### src/rtl/tcq_pkg.sv
// Package for the timeout callback queue: codes, widths and the structs
// that travel between the queue controller and its chain of slot cells.
// No dependencies.
package tcq_pkg;

    localparam int SLOTS_DEFAULT = 8;
    localparam int RESULT_CAP    = 8;
    localparam int TIME_W        = 32;
    localparam int HANDLE_W      = 16;
    localparam int CNT_W         = $clog2(RESULT_CAP + 1);

    // request command codes
    localparam logic [1:0] CMD_TICK     = 2'd0;
    localparam logic [1:0] CMD_REGISTER = 2'd1;
    localparam logic [1:0] CMD_SERVICE  = 2'd2;

    // result kind codes
    localparam logic [1:0] KIND_STATUS  = 2'd0;
    localparam logic [1:0] KIND_FIRED   = 2'd1;
    localparam logic [1:0] KIND_NONE    = 2'd2;

    // register outcome codes
    localparam logic [1:0] ST_ACCEPTED  = 2'd0;
    localparam logic [1:0] ST_FULL      = 2'd1;
    localparam logic [1:0] ST_NULL      = 2'd2;

    // search token handed from cell to cell
    typedef struct packed {
        logic                free_found;
        logic                exp_found;
        logic [TIME_W-1:0]   exp_over;
        logic [HANDLE_W-1:0] exp_handle;
    } t_tok;

    // slot write broadcast from the controller
    typedef struct packed {
        logic                en;
        logic [HANDLE_W-1:0] handle;
        logic [TIME_W-1:0]   armed_at;
        logic [TIME_W-1:0]   deadline;
    } t_wr;

endpackage

### src/rtl/tcq_cell.sv
// One slot of the timeout queue: holds an entry and merges it into the
// search token passed along the chain. Depends on tcq_pkg.
module tcq_cell
    import tcq_pkg::*;
#(
    parameter int IW  = 3,
    parameter int IDX = 0
) (
    input  logic              i_clk,
    input  logic              i_rst_n,
    input  logic [TIME_W-1:0] i_now,
    input  t_wr               i_wr,
    input  logic [IW-1:0]     i_wr_idx,
    input  logic              i_clr_en,
    input  logic [IW-1:0]     i_clr_idx,
    input  t_tok              i_tok,
    input  logic [IW-1:0]     i_tok_free_idx,
    input  logic [IW-1:0]     i_tok_exp_idx,
    output t_tok              o_tok,
    output logic [IW-1:0]     o_tok_free_idx,
    output logic [IW-1:0]     o_tok_exp_idx
);

    localparam logic [IW-1:0] MY_IDX = IW'(IDX);

    logic                r_valid;
    logic [TIME_W-1:0]   r_req;
    logic [TIME_W-1:0]   r_dl;
    logic [HANDLE_W-1:0] r_handle;

    logic                expired;
    logic [TIME_W-1:0]   over;
    logic                take_exp;
    logic                take_free;
    t_tok                n_tok;
    logic [IW-1:0]       n_free_idx;
    logic [IW-1:0]       n_exp_idx;

    always_comb begin
        expired   = r_valid && (((r_dl <= i_now) && (r_req <= i_now)) ||
                                ((r_req >= i_now) && (i_now >= r_dl)));
        over      = i_now - r_dl;
        // strict compare: on a tie the lower slot already in the token wins
        take_exp  = expired && (!i_tok.exp_found || (over > i_tok.exp_over));
        take_free = !r_valid && !i_tok.free_found;

        n_tok            = i_tok;
        n_free_idx       = i_tok_free_idx;
        n_exp_idx        = i_tok_exp_idx;
        n_tok.free_found = i_tok.free_found | !r_valid;
        n_tok.exp_found  = i_tok.exp_found | expired;
        if (take_free) begin
            n_free_idx = MY_IDX;
        end
        if (take_exp) begin
            n_tok.exp_over   = over;
            n_tok.exp_handle = r_handle;
            n_exp_idx        = MY_IDX;
        end
    end

    always_ff @(posedge i_clk) begin
        if (!i_rst_n) begin
            r_valid        <= 1'b0;
            o_tok          <= '0;
            o_tok_free_idx <= '0;
            o_tok_exp_idx  <= '0;
        end else begin
            o_tok          <= n_tok;
            o_tok_free_idx <= n_free_idx;
            o_tok_exp_idx  <= n_exp_idx;
            if (i_wr.en && (i_wr_idx == MY_IDX)) begin
                r_valid <= 1'b1;
            end else if (i_clr_en && (i_clr_idx == MY_IDX)) begin
                r_valid <= 1'b0;
            end
        end
    end

    always_ff @(posedge i_clk) begin
        if (i_wr.en && (i_wr_idx == MY_IDX)) begin
            r_req    <= i_wr.armed_at;
            r_dl     <= i_wr.deadline;
            r_handle <= i_wr.handle;
        end
    end

endmodule

### src/rtl/timeout_callback_queue_unit.sv
// Top level of the timeout callback queue: request decode, tick counter,
// result sequencing and the chain of slot cells. Depends on tcq_pkg, tcq_cell.
//
// Usage: requests enter on the slave stream (tdata = command, handle,
// delay_ticks from bit 0 up); results leave on the master stream (tuser =
// kind, tdata = status, fired_handle, tlast = final result of a request).
// A tick request advances the 32-bit time counter in the accept cycle and
// gives no result. A register request places a nonzero handle in the
// lowest free slot and answers with one status result. A service request
// frees and reports up to RESULT_CAP expired entries, largest overdue
// first, or one "nothing expired" result.
// Timing: every search lets a token run through the SLOTS cells, one cell
// per cycle. Ready is high only while no request is in work. Reset clears
// the time counter, every slot valid bit and both streams. When the
// receiver stalls, the output register holds its result and the search
// waits at its end until the register can be reloaded; no result is lost
// or repeated.
module timeout_callback_queue_unit
    import tcq_pkg::*;
#(
    parameter int SLOTS = SLOTS_DEFAULT
) (
    input  logic        i_clk,
    input  logic        i_rst_n,
    input  logic        i_s_axis_tvalid,
    output logic        o_s_axis_tready,
    input  logic [55:0] i_s_axis_tdata,   // command[1:0], handle[17:2], delay_ticks[49:18]
    output logic        o_m_axis_tvalid,
    input  logic        i_m_axis_tready,
    output logic [23:0] o_m_axis_tdata,   // status[1:0], fired_handle[17:2]
    output logic [1:0]  o_m_axis_tuser,   // kind[1:0]
    output logic        o_m_axis_tlast
);

    localparam int IW = (SLOTS > 1) ? $clog2(SLOTS) : 1;
    localparam int WW = $clog2(SLOTS + 1);

    typedef enum logic [1:0] {
        S_IDLE = 2'b01,
        S_SCAN = 2'b10
    } t_state;

    // controller registers
    t_state              r_state,      n_state;
    logic [TIME_W-1:0]   r_now,        n_now;
    logic [1:0]          r_cmd,        n_cmd;
    logic [HANDLE_W-1:0] r_handle,     n_handle;
    logic [TIME_W-1:0]   r_delay,      n_delay;
    logic [WW-1:0]       r_wait,       n_wait;
    logic [CNT_W-1:0]    r_count,      n_count;
    logic                r_pend_valid, n_pend_valid;
    logic [HANDLE_W-1:0] r_pend_hdl,   n_pend_hdl;

    // output register
    logic                r_o_valid,    n_o_valid;
    logic [1:0]          r_o_kind,     n_o_kind;
    logic [1:0]          r_o_status,   n_o_status;
    logic [HANDLE_W-1:0] r_o_handle,   n_o_handle;
    logic                r_o_last,     n_o_last;

    // chain wiring: entry 0 is the empty token entering the first cell
    t_tok          w_tok      [SLOTS+1];
    logic [IW-1:0] w_free_idx [SLOTS+1];
    logic [IW-1:0] w_exp_idx  [SLOTS+1];

    t_wr           w_wr;
    logic [IW-1:0] w_wr_idx;
    logic          w_clr_en;
    logic [IW-1:0] w_clr_idx;

    logic          in_acc;
    logic          out_free;
    logic          scan_done;
    t_tok          tok_end;
    logic [1:0]    in_cmd;
    logic [HANDLE_W-1:0] in_handle;
    logic [TIME_W-1:0]   in_delay;

    assign w_tok[0]      = '0;
    assign w_free_idx[0] = '0;
    assign w_exp_idx[0]  = '0;

    for (genvar g = 0; g < SLOTS; g++) begin : g_cell
        tcq_cell #(
            .IW  (IW),
            .IDX (g)
        ) u_cell (
            .i_clk          (i_clk),
            .i_rst_n        (i_rst_n),
            .i_now          (r_now),
            .i_wr           (w_wr),
            .i_wr_idx       (w_wr_idx),
            .i_clr_en       (w_clr_en),
            .i_clr_idx      (w_clr_idx),
            .i_tok          (w_tok[g]),
            .i_tok_free_idx (w_free_idx[g]),
            .i_tok_exp_idx  (w_exp_idx[g]),
            .o_tok          (w_tok[g+1]),
            .o_tok_free_idx (w_free_idx[g+1]),
            .o_tok_exp_idx  (w_exp_idx[g+1])
        );
    end

    assign in_cmd    = i_s_axis_tdata[1:0];
    assign in_handle = i_s_axis_tdata[17:2];
    assign in_delay  = i_s_axis_tdata[49:18];

    assign o_s_axis_tready = (r_state == S_IDLE);
    assign in_acc          = i_s_axis_tvalid && o_s_axis_tready;
    assign out_free        = !r_o_valid || i_m_axis_tready;
    assign tok_end         = w_tok[SLOTS];
    // the token at the chain end is valid once the table has stayed still
    // while a token ran through all SLOTS cells
    assign scan_done       = (r_state == S_SCAN) && (r_wait == '0) && out_free;

    // slot write on a successful register, slot free on a fired entry
    always_comb begin
        w_wr.en       = scan_done && (r_cmd == CMD_REGISTER) &&
                        (r_handle != '0) && tok_end.free_found;
        w_wr.handle   = r_handle;
        w_wr.armed_at = r_now;
        w_wr.deadline = r_now + r_delay;
        w_wr_idx      = w_free_idx[SLOTS];
        w_clr_en      = scan_done && (r_cmd == CMD_SERVICE) && tok_end.exp_found &&
                        (r_count < CNT_W'(RESULT_CAP));
        w_clr_idx     = w_exp_idx[SLOTS];
    end

    always_comb begin
        n_state      = r_state;
        n_now        = r_now;
        n_cmd        = r_cmd;
        n_handle     = r_handle;
        n_delay      = r_delay;
        n_wait       = r_wait;
        n_count      = r_count;
        n_pend_valid = r_pend_valid;
        n_pend_hdl   = r_pend_hdl;
        n_o_valid    = r_o_valid && !i_m_axis_tready;
        n_o_kind     = r_o_kind;
        n_o_status   = r_o_status;
        n_o_handle   = r_o_handle;
        n_o_last     = r_o_last;

        unique case (r_state)
            S_IDLE: begin
                if (in_acc) begin
                    if (in_cmd == CMD_TICK) begin
                        n_now = r_now + 1'b1;
                    end else if ((in_cmd == CMD_REGISTER) || (in_cmd == CMD_SERVICE)) begin
                        n_cmd        = in_cmd;
                        n_handle     = in_handle;
                        n_delay      = in_delay;
                        n_wait       = WW'(SLOTS);
                        n_count      = '0;
                        n_pend_valid = 1'b0;
                        n_state      = S_SCAN;
                    end
                    // drop the unused command code
                end
            end
            S_SCAN: begin
                if (r_wait != '0) begin
                    n_wait = r_wait - 1'b1;
                end else if (scan_done) begin
                    if (r_cmd == CMD_REGISTER) begin
                        n_o_valid  = 1'b1;
                        n_o_kind   = KIND_STATUS;
                        n_o_handle = '0;
                        n_o_last   = 1'b1;
                        if (r_handle == '0) begin
                            n_o_status = ST_NULL;
                        end else if (tok_end.free_found) begin
                            n_o_status = ST_ACCEPTED;
                        end else begin
                            n_o_status = ST_FULL;
                        end
                        n_state = S_IDLE;
                    end else if (w_clr_en) begin
                        // hold the new find; the held one is now known not last
                        if (r_pend_valid) begin
                            n_o_valid  = 1'b1;
                            n_o_kind   = KIND_FIRED;
                            n_o_status = ST_ACCEPTED;
                            n_o_handle = r_pend_hdl;
                            n_o_last   = 1'b0;
                        end
                        n_pend_valid = 1'b1;
                        n_pend_hdl   = tok_end.exp_handle;
                        n_count      = r_count + 1'b1;
                        n_wait       = WW'(SLOTS);
                    end else begin
                        n_o_valid  = 1'b1;
                        n_o_status = ST_ACCEPTED;
                        n_o_last   = 1'b1;
                        if (r_pend_valid) begin
                            n_o_kind   = KIND_FIRED;
                            n_o_handle = r_pend_hdl;
                        end else begin
                            n_o_kind   = KIND_NONE;
                            n_o_handle = '0;
                        end
                        n_pend_valid = 1'b0;
                        n_state      = S_IDLE;
                    end
                end
            end
            default: begin
                n_state = S_IDLE;
            end
        endcase
    end

    always_ff @(posedge i_clk) begin
        if (!i_rst_n) begin
            r_state      <= S_IDLE;
            r_now        <= '0;
            r_wait       <= '0;
            r_count      <= '0;
            r_pend_valid <= 1'b0;
            r_o_valid    <= 1'b0;
        end else begin
            r_state      <= n_state;
            r_now        <= n_now;
            r_wait       <= n_wait;
            r_count      <= n_count;
            r_pend_valid <= n_pend_valid;
            r_o_valid    <= n_o_valid;
        end
    end

    always_ff @(posedge i_clk) begin
        r_cmd      <= n_cmd;
        r_handle   <= n_handle;
        r_delay    <= n_delay;
        r_pend_hdl <= n_pend_hdl;
        r_o_kind   <= n_o_kind;
        r_o_status <= n_o_status;
        r_o_handle <= n_o_handle;
        r_o_last   <= n_o_last;
    end

    assign o_m_axis_tvalid = r_o_valid;
    assign o_m_axis_tuser  = r_o_kind;
    assign o_m_axis_tdata  = {6'd0, r_o_handle, r_o_status};
    assign o_m_axis_tlast  = r_o_last;

endmodule
### config.mk
export PLATFORM = sky130hd
export DESIGN_NAME = timeout_callback_queue_unit
export DESIGN_NICKNAME = d
export VERILOG_FILES = /design/src/rtl/tcq_pkg.sv /design/src/rtl/tcq_cell.sv /design/src/rtl/timeout_callback_queue_unit.sv
export SDC_FILE = /design/constraint.sdc
export NUM_CORES = 2
export LEC_CHECK = 0
export BUFFER_PORTS_ARGS = -buffer_cell sky130_fd_sc_hd__buf_2
export CORE_ASPECT_RATIO = 1.2
export CORE_UTILIZATION = 30
export CTS_BUF_LIST = sky130_fd_sc_hd__clkbuf_8
export DETAILED_ROUTE_END_ITERATION = 8
export PLACE_DENSITY_LB_ADDON = 0.12
export REMOVE_ABC_BUFFERS = 1
export SKIP_LAST_GASP = 1
export SLEW_MARGIN = 20
export SYNTH_ARGS = -nofsm -noshare
export SYNTH_HDL_FRONTEND = slang
export SYNTH_SLANG_ARGS = --single-unit
### constraint.sdc
create_clock -name i_clk -period 16.4 [get_ports i_clk]
set_clock_uncertainty 0.2 [all_clocks]
set_input_delay 3.28 -clock i_clk [delete_from_list [all_inputs] [get_ports i_clk]]
set_output_delay 3.28 -clock i_clk [all_outputs]
set_load 0.1 [all_outputs]
Yosys cells after proc, flatten, opt, wreduce, memory -nomap -nowiden

Cells that the tools add are included.

Output and inout bits: 29
Logic and storage cells: 432
Input port bits: 60
Register bits after elaboration: 1183

$add $sub $neg: 12
Muxes and demuxes: 87
Magnitude comparators: 40
Equality and inequality tests: 32
Bitwise gates (word level): 19
Reduce and logical (&&, ||, !) cells: 141

Operators by type and width:

| operator              | count |
|---|---|
| $ge 32x32->1          | 16 |
| $le 32x32->1          | 16 |
| $mux 48               | 6 |
| $sub 32x32->32        | 8 |
| $gt 32x32->1          | 7 |
| $logic_and 1x1->1     | 64 |
| $mux 16               | 4 |
| $mux 4                | 14 |
| $mux 2                | 18 |
| $mux 1                | 33 |
| $add 32x1->32 const B | 1 |
| $add 32x32->32        | 1 |
| $eq 3x3->1 const B    | 8 |
| $logic_not 1->1       | 24 |
| $mux 3                | 8 |
| $reduce_or 2->1       | 11 |
| $reduce_bool 2->1     | 9 |
| $logic_or 1x1->1      | 17 |
| $logic_not 16->1      | 1 |
| $pmux 4 s2            | 2 |
| $reduce_bool 16->1    | 1 |
| $or 1x1->1            | 14 |
| $reduce_and 7->1      | 2 |
| $eq 3x2->1 const B    | 4 |
| other kinds (24)      | 42 |

Logic depth before layout (Yosys ltp)

Depth after elaboration: 11
Gate-level depth with buffers: 25
Depth with buffers taken out: 23

By module

Synthesis repeated with hierarchy kept, for this count alone.

Cell total of the unflattened synthesis: 5949
Area total of the unflattened synthesis: 56656.8 sq um

By module, submodules not included:

| module                          | cells an instance | instances | area an instance (sq um) | sequential area each (sq um) |
|---|---|---|---|---|
| tcq_cell (g_cell[5].u_cell ...) | 661               | 2         | 6392.4                   | 2582.5 |
| timeout_callback_queue_unit     | 595               | 1         | 6528.8                   | 3493.4 |
| tcq_cell (g_cell[7].u_cell)     | 635               | 1         | 6278.5                   | 2582.5 |
| tcq_cell (g_cell[1].u_cell)     | 705               | 1         | 6252.2                   | 2582.5 |
| tcq_cell (g_cell[4].u_cell)     | 707               | 1         | 6248.5                   | 2582.5 |
| tcq_cell (g_cell[3].u_cell)     | 682               | 1         | 6226.0                   | 2582.5 |
| tcq_cell (g_cell[2].u_cell)     | 650               | 1         | 6221.0                   | 2582.5 |
| tcq_cell (g_cell[0].u_cell)     | 653               | 1         | 6117.1                   | 2582.5 |

Least setup slack after synthesis

Ideal clock, no wire load.

Kind: input -> register
Start point: input i_m_axis_tready
End point: register g_cell[0].u_cell.r_dl[0] (enable)
Arrival: 7.202 ns
Setup time: 0.516 ns
Buffers on the path: 0
Data required time: 15.684 ns
Cell stages on the path: 6
Path slack: 8.483 ns
Cells stage by stage: nand2b_1 > and3_1 > nand2_1 > nor2_1 > nand2b_1 > nor3_1

Cells in the longest elaborated chain, start to end: 6

Ends and longest elaborated chain:

| element                         | RTL line                           | source |
|---|---|---|
| from (decl)                     | timeout_callback_queue_unit.sv:29  | `input logic i_m_axis_tready,` |
| $logic_or 1x1->1                | timeout_callback_queue_unit.sv:110 | `assign out_free = !r_o_valid \|\| i_m_axis_tready;` |
| $logic_and 1x1->1               | timeout_callback_queue_unit.sv:114 | `assign scan_done = (r_state == S_SCAN) && (r_wait == '0) && out_free;` |
| $logic_and 1x1->1 (2 in series) | timeout_callback_queue_unit.sv:118 | `w_wr.en = scan_done && (r_cmd == CMD_REGISTER) &&` |
| $logic_and 1x1->1               | timeout_callback_queue_unit.sv:119 | `(r_handle != '0) && tok_end.free_found;` |
| $logic_and 1x1->1               | tcq_cell.sv:81                     | `if (i_wr.en && (i_wr_idx == MY_IDX)) begin` |
| to (signal assigned)            | tcq_cell.sv:83                     | `r_dl <= i_wr.deadline;` |
| to (decl)                       | tcq_cell.sv:28                     | `logic [TIME_W-1:0] r_dl;` |

Every way passes these cells.
A chain may end at the register's enable or synchronous reset.

Final worst setup path

Start point: register r_now[0]
End point: register g_cell[4].u_cell.o_tok[44] (netlist bit)

Cells in the longest elaborated chain, start to end: 6
Elaborated cells on any way between the ends: 13
Classes of those cells: 1 x add/sub; 5 x order compare; 1 x mux; 6 x reduce/logical

Ends and longest elaborated chain:

| element                                                                | RTL line                           | source |
|---|---|---|
| from (decl)                                                            | timeout_callback_queue_unit.sv:45  | `logic [TIME_W-1:0] r_now, n_now;` |
| from (signal assigned)                                                 | timeout_callback_queue_unit.sv:224 | `r_now <= n_now;` |
| parallel branches: the longest is 5 deep, another holds $sub 32x32->32 | --                                 |  |
| $mux 48 (*)                                                            | tcq_cell.sv:55                     | `if (take_exp) begin` |
| to (signal assigned)                                                   | tcq_cell.sv:69                     | `o_tok <= n_tok;` |
| to (decl)                                                              | tcq_cell.sv:19                     | `output t_tok o_tok,` |

Mark *: on every way between the ends.

==> key figures <==
Global routing
  • Grt total ovfl: 0
  • Vias in the first global route: 38,340
  • Total track usage: 17.28%
  • Largest net degree at the start of global routing: 147
  • Global-route wire length before repair: 227,100 um
  • Initial antenna violation count: 4

Detailed routing
  • Total routed wirelength: about 150,000 um
  • Detail Route Antenna Nets: 0
  • Drt wl/cell: 19.29 um
  • Vias per inst: 4.768
  • First DRT Iteration DRCs: 1,575
  • DRC Markers: 0
  • DR vias: 37,370
  • DR pass1 iterations: 5

Pwr
  • Max VDD drop: 0.08050 mV
  • Power Density: 85.37 mW/mm2
  • Leakage: approximately 25 nW

Yosys
  • Sequential-to-total area share from yosys stat: 45.04%
  • Unique cell type count in the Yosys netlist: 91
  • Top cell type's share of synthesized area: 27.42%
  • Avg Cell Area, Syn: a little under 10 um2
  • Synth area leaders: edfxtp_1, dfxtp_1, ha_1
  • Post-synth ARST share: 0%
  • Synthesized instance count: roughly 5,200
  • YS warnings: 0
  • Post-synth EDFFs: roughly 470
  • Yosys reg bits: ~930
  • Synth area leader: edfxtp_1
  • Post-Syn Area: 0.05159 mm2
  • Top-count cell post-synth: inv_1
  • Main synth FF type: edfxtp_1
  • List of most frequent post-synthesis cells: inv_1, nor2_1, ha_1, edfxtp_1, dfxtp_1

Floorplanning
  • Chip Height: 456.3 um
  • Cell Rows: about 170
  • DIE WIDTH: approximately 380 um
  • Die area: 0.1736 mm2
  • Initial Utilization: 30.22%
  • Ports: 89
  • Core area: 0.1707 mm2

Timing
  • TNS Setup: 0 ns
  • Final worst-path setup slack: 8.514 ns
  • Final min period: between 7 and 8 ns
  • RSZ-0062 raised after global routing: false
  • Tcrit/Tclk final: 48.08%
  • Max-slew violation count: 0
  • Worst rel slew slack: approximately 22%
  • Fmax: approximately 0.13 GHz
  • Worst slew pin tran: 1.159 ns
  • Setup Viol. Count Final: 0
  • Final number of hold-violating endpoints: 0

Min path
  • Worst min path class: flip-flop to flip-flop

Setup path
  • Crit path kind: flip-flop to flip-flop
  • Crit Path Max Fanout: 54
  • CP Launch Point: r_now[0]
  • R2R depth: 22
  • Flop2flop setup slack: between 8 and 9 ns
  • Crit path capture type: flip-flop
  • Setup crit end: g_cell[4].u_cell.o_tok[44]
  • Worst endpoint required time: around 17 ns
  • Setup crit start kind: flip-flop
  • Arrival @ worst endpoint: 8.50 ns
  • Reg2reg end: g_cell[4].u_cell.o_tok[44]
  • Critical R2R Launch: r_now[0]

Clock network
  • CTS tree: yes
  • Hold buffer count at cts: 0
  • Max Root-Sink Buffers: 3
  • Reg clk slew, reported paths: 0.06 ns
  • Num CTS Buffers: 161
  • Post-cts gate resize count: 0
  • Clk sink count: 925
  • Root Buffer: clkbuf_8
  • Post-CTS setup buffers: 0
  • Htree depth: 4
  • Clock latency on the worst-skew pair: 0.93 ns

Outcome
  • Status: completed

Final layout
  • Post-Layout Cell Count: slightly below 8,000
  • Nets@finish: about 6,000
  • Synthesis-to-finish area growth: 13.16%
  • Fraction of final layout cells sized beyond drive strength 1: just over 8%

Placed design
  • Placer Congestion: 0.8786
  • Setup WS pre-CTS: 8.544 ns
  • HPWL Detailed: between 100,000 and 150,000 um
  • PortBufs: 76
  • Dpl cells: 7,526

Job
  • Max-cap check violation count: 0
through the flow:
step	area (um2)	util (%)	power (mW)	hold WS (ns)
final	58370	34.19	4.984	0.1997
after global routing	58350	34.18	5.193	0.2093
after CTS	58340	34.17	5.093	0.1995
after detailed placement	54930	32.18	2.822	0.1887
after global placement	54930	32.17	2.820	0.1879
after floorplan	50950	-	2.707	0.1855
where the power goes:
part | total (mW) | internal [mW] | switching, mW
Sequential | 2.50 | 2.47 | 0.0257
Clock | 2.22 | 1.22 | 1.00
Combinational | 0.266 | 0.0636 | 0.202
Total | 4.98 | 3.75 | 1.23
worst min-delay path by stage:
stage | end | slack, ns | cells after the start | from
floorplan | r_pend_hdl[0] | 0.19 | 0 | g_cell[7].u_cell.o_tok[0]
global placement | r_pend_hdl[10] | 0.19 | 0 | g_cell[7].u_cell.o_tok[10]
detailed placement | r_pend_hdl[15] | 0.19 | 0 | g_cell[7].u_cell.o_tok[15]
CTS | r_pend_hdl[15] | 0.20 | 0 | g_cell[7].u_cell.o_tok[15]
global route | r_pend_hdl[11] | 0.21 | 0 | g_cell[7].u_cell.o_tok[11]
finish | r_pend_hdl[15] | 0.20 | 0 | g_cell[7].u_cell.o_tok[15]
state kept, by name, summed over array words and instances, names as in the netlist, 16 cells and up:
signal	flops
g_cell.u_cell.o_tok	368
g_cell.u_cell.r_dl	256
g_cell.u_cell.r_handle	128
r_delay	32
r_now	32
g_cell.u_cell.o_tok_exp_idx	17
g_cell.u_cell.o_tok_free_idx	17
r_handle	16
r_o_handle	16
r_pend_hdl	16
per-layer routing:
| layer | track usage [%] | vias to the layer above | share of wire (%) | wire length (um) |
|---|---|---|---|---|
| met5 | 0 | - | 0 | 0 |
| met4 | 7.965 | 0 | 4.2 | 6303 |
| met3 | 2.290 | 283 | 3.0 | 4527 |
| met2 | 30.52 | 616 | 49 | 74530 |
| met1 | 20.66 | 17550 | 44 | 65780 |
| li1 | - | 18920 | - | - |
cell type report:
class | instances | area (um2)
fill | 17580 | 112400
multi-input combinational | 3594 | 25710
sequential | 925 | 23230
tap | 2268 | 2838
clock buffer | 185 | 2546
inverter | 587 | 2211
timing repair buffer | 152 | 950.9
clock inverter | 115 | 857.1
antenna | 11 | 27.53
critical path, stage by stage, from the launching register on:
cell	delay, ns
dfxtp_1	0.43
inv_1	0.30
ha_1	0.34
nor2b_1	0.12
o21ai_0	0.11
a21o_1	0.26
a211oi_1	0.56
o211ai_1	0.28
a31oi_1	0.49
o21ai_0	0.23
o21ai_0	0.49
xnor2_1	0.18
ha_1	0.33
nand4_1	0.13
or2_2	0.38
nor3_1	0.50
nand3_1	0.24
nor4_1	0.96
a21oi_1	0.11
and2_2	0.24
buf_4	0.40
nand2b_1	0.28
a21oi_1	0.20
logic make-up after synthesis:
kind of cell / synth area share [%]
fa+ha+maj: 12.89
compound gates: 14.46
flops: 45.04
other cells: 0.007269
buf+inv: 5.542
simple gates: 12.96
mux: 4.604
xor+xnor: 4.499
cells in the final DEF, fill, tap and decap left out, types with 11 or more instances in the layout:
master	n
a211o_1	12
a211oi_1	45
a21o_1	208
a21oi_1	379
a31oi_1	31
and2_1	55
and3_1	47
and4_1	18
buf_2	76
buf_4	76
bufinv_16	11
clkbuf_8	185
clkinv_2	21
dfxtp_1	454
diode_2	11
edfxtp_1	471
ha_1	517
inv_1	644
mux2i_1	235
nand2_1	260
nand2b_1	48
nand3_1	74
nand4_1	102
nor2_1	557
nor2b_1	65
nor3_1	66
nor3b_1	12
nor4_1	18
o2111ai_1	11
o211ai_1	24
o21a_1	66
o21ai_0	179
o21bai_1	45
o22ai_1	15
o31ai_1	21
or2_2	12
or3_1	24
xnor2_1	159
xor2_1	96
No activity file was read; power rests on OpenSTA's default activity.
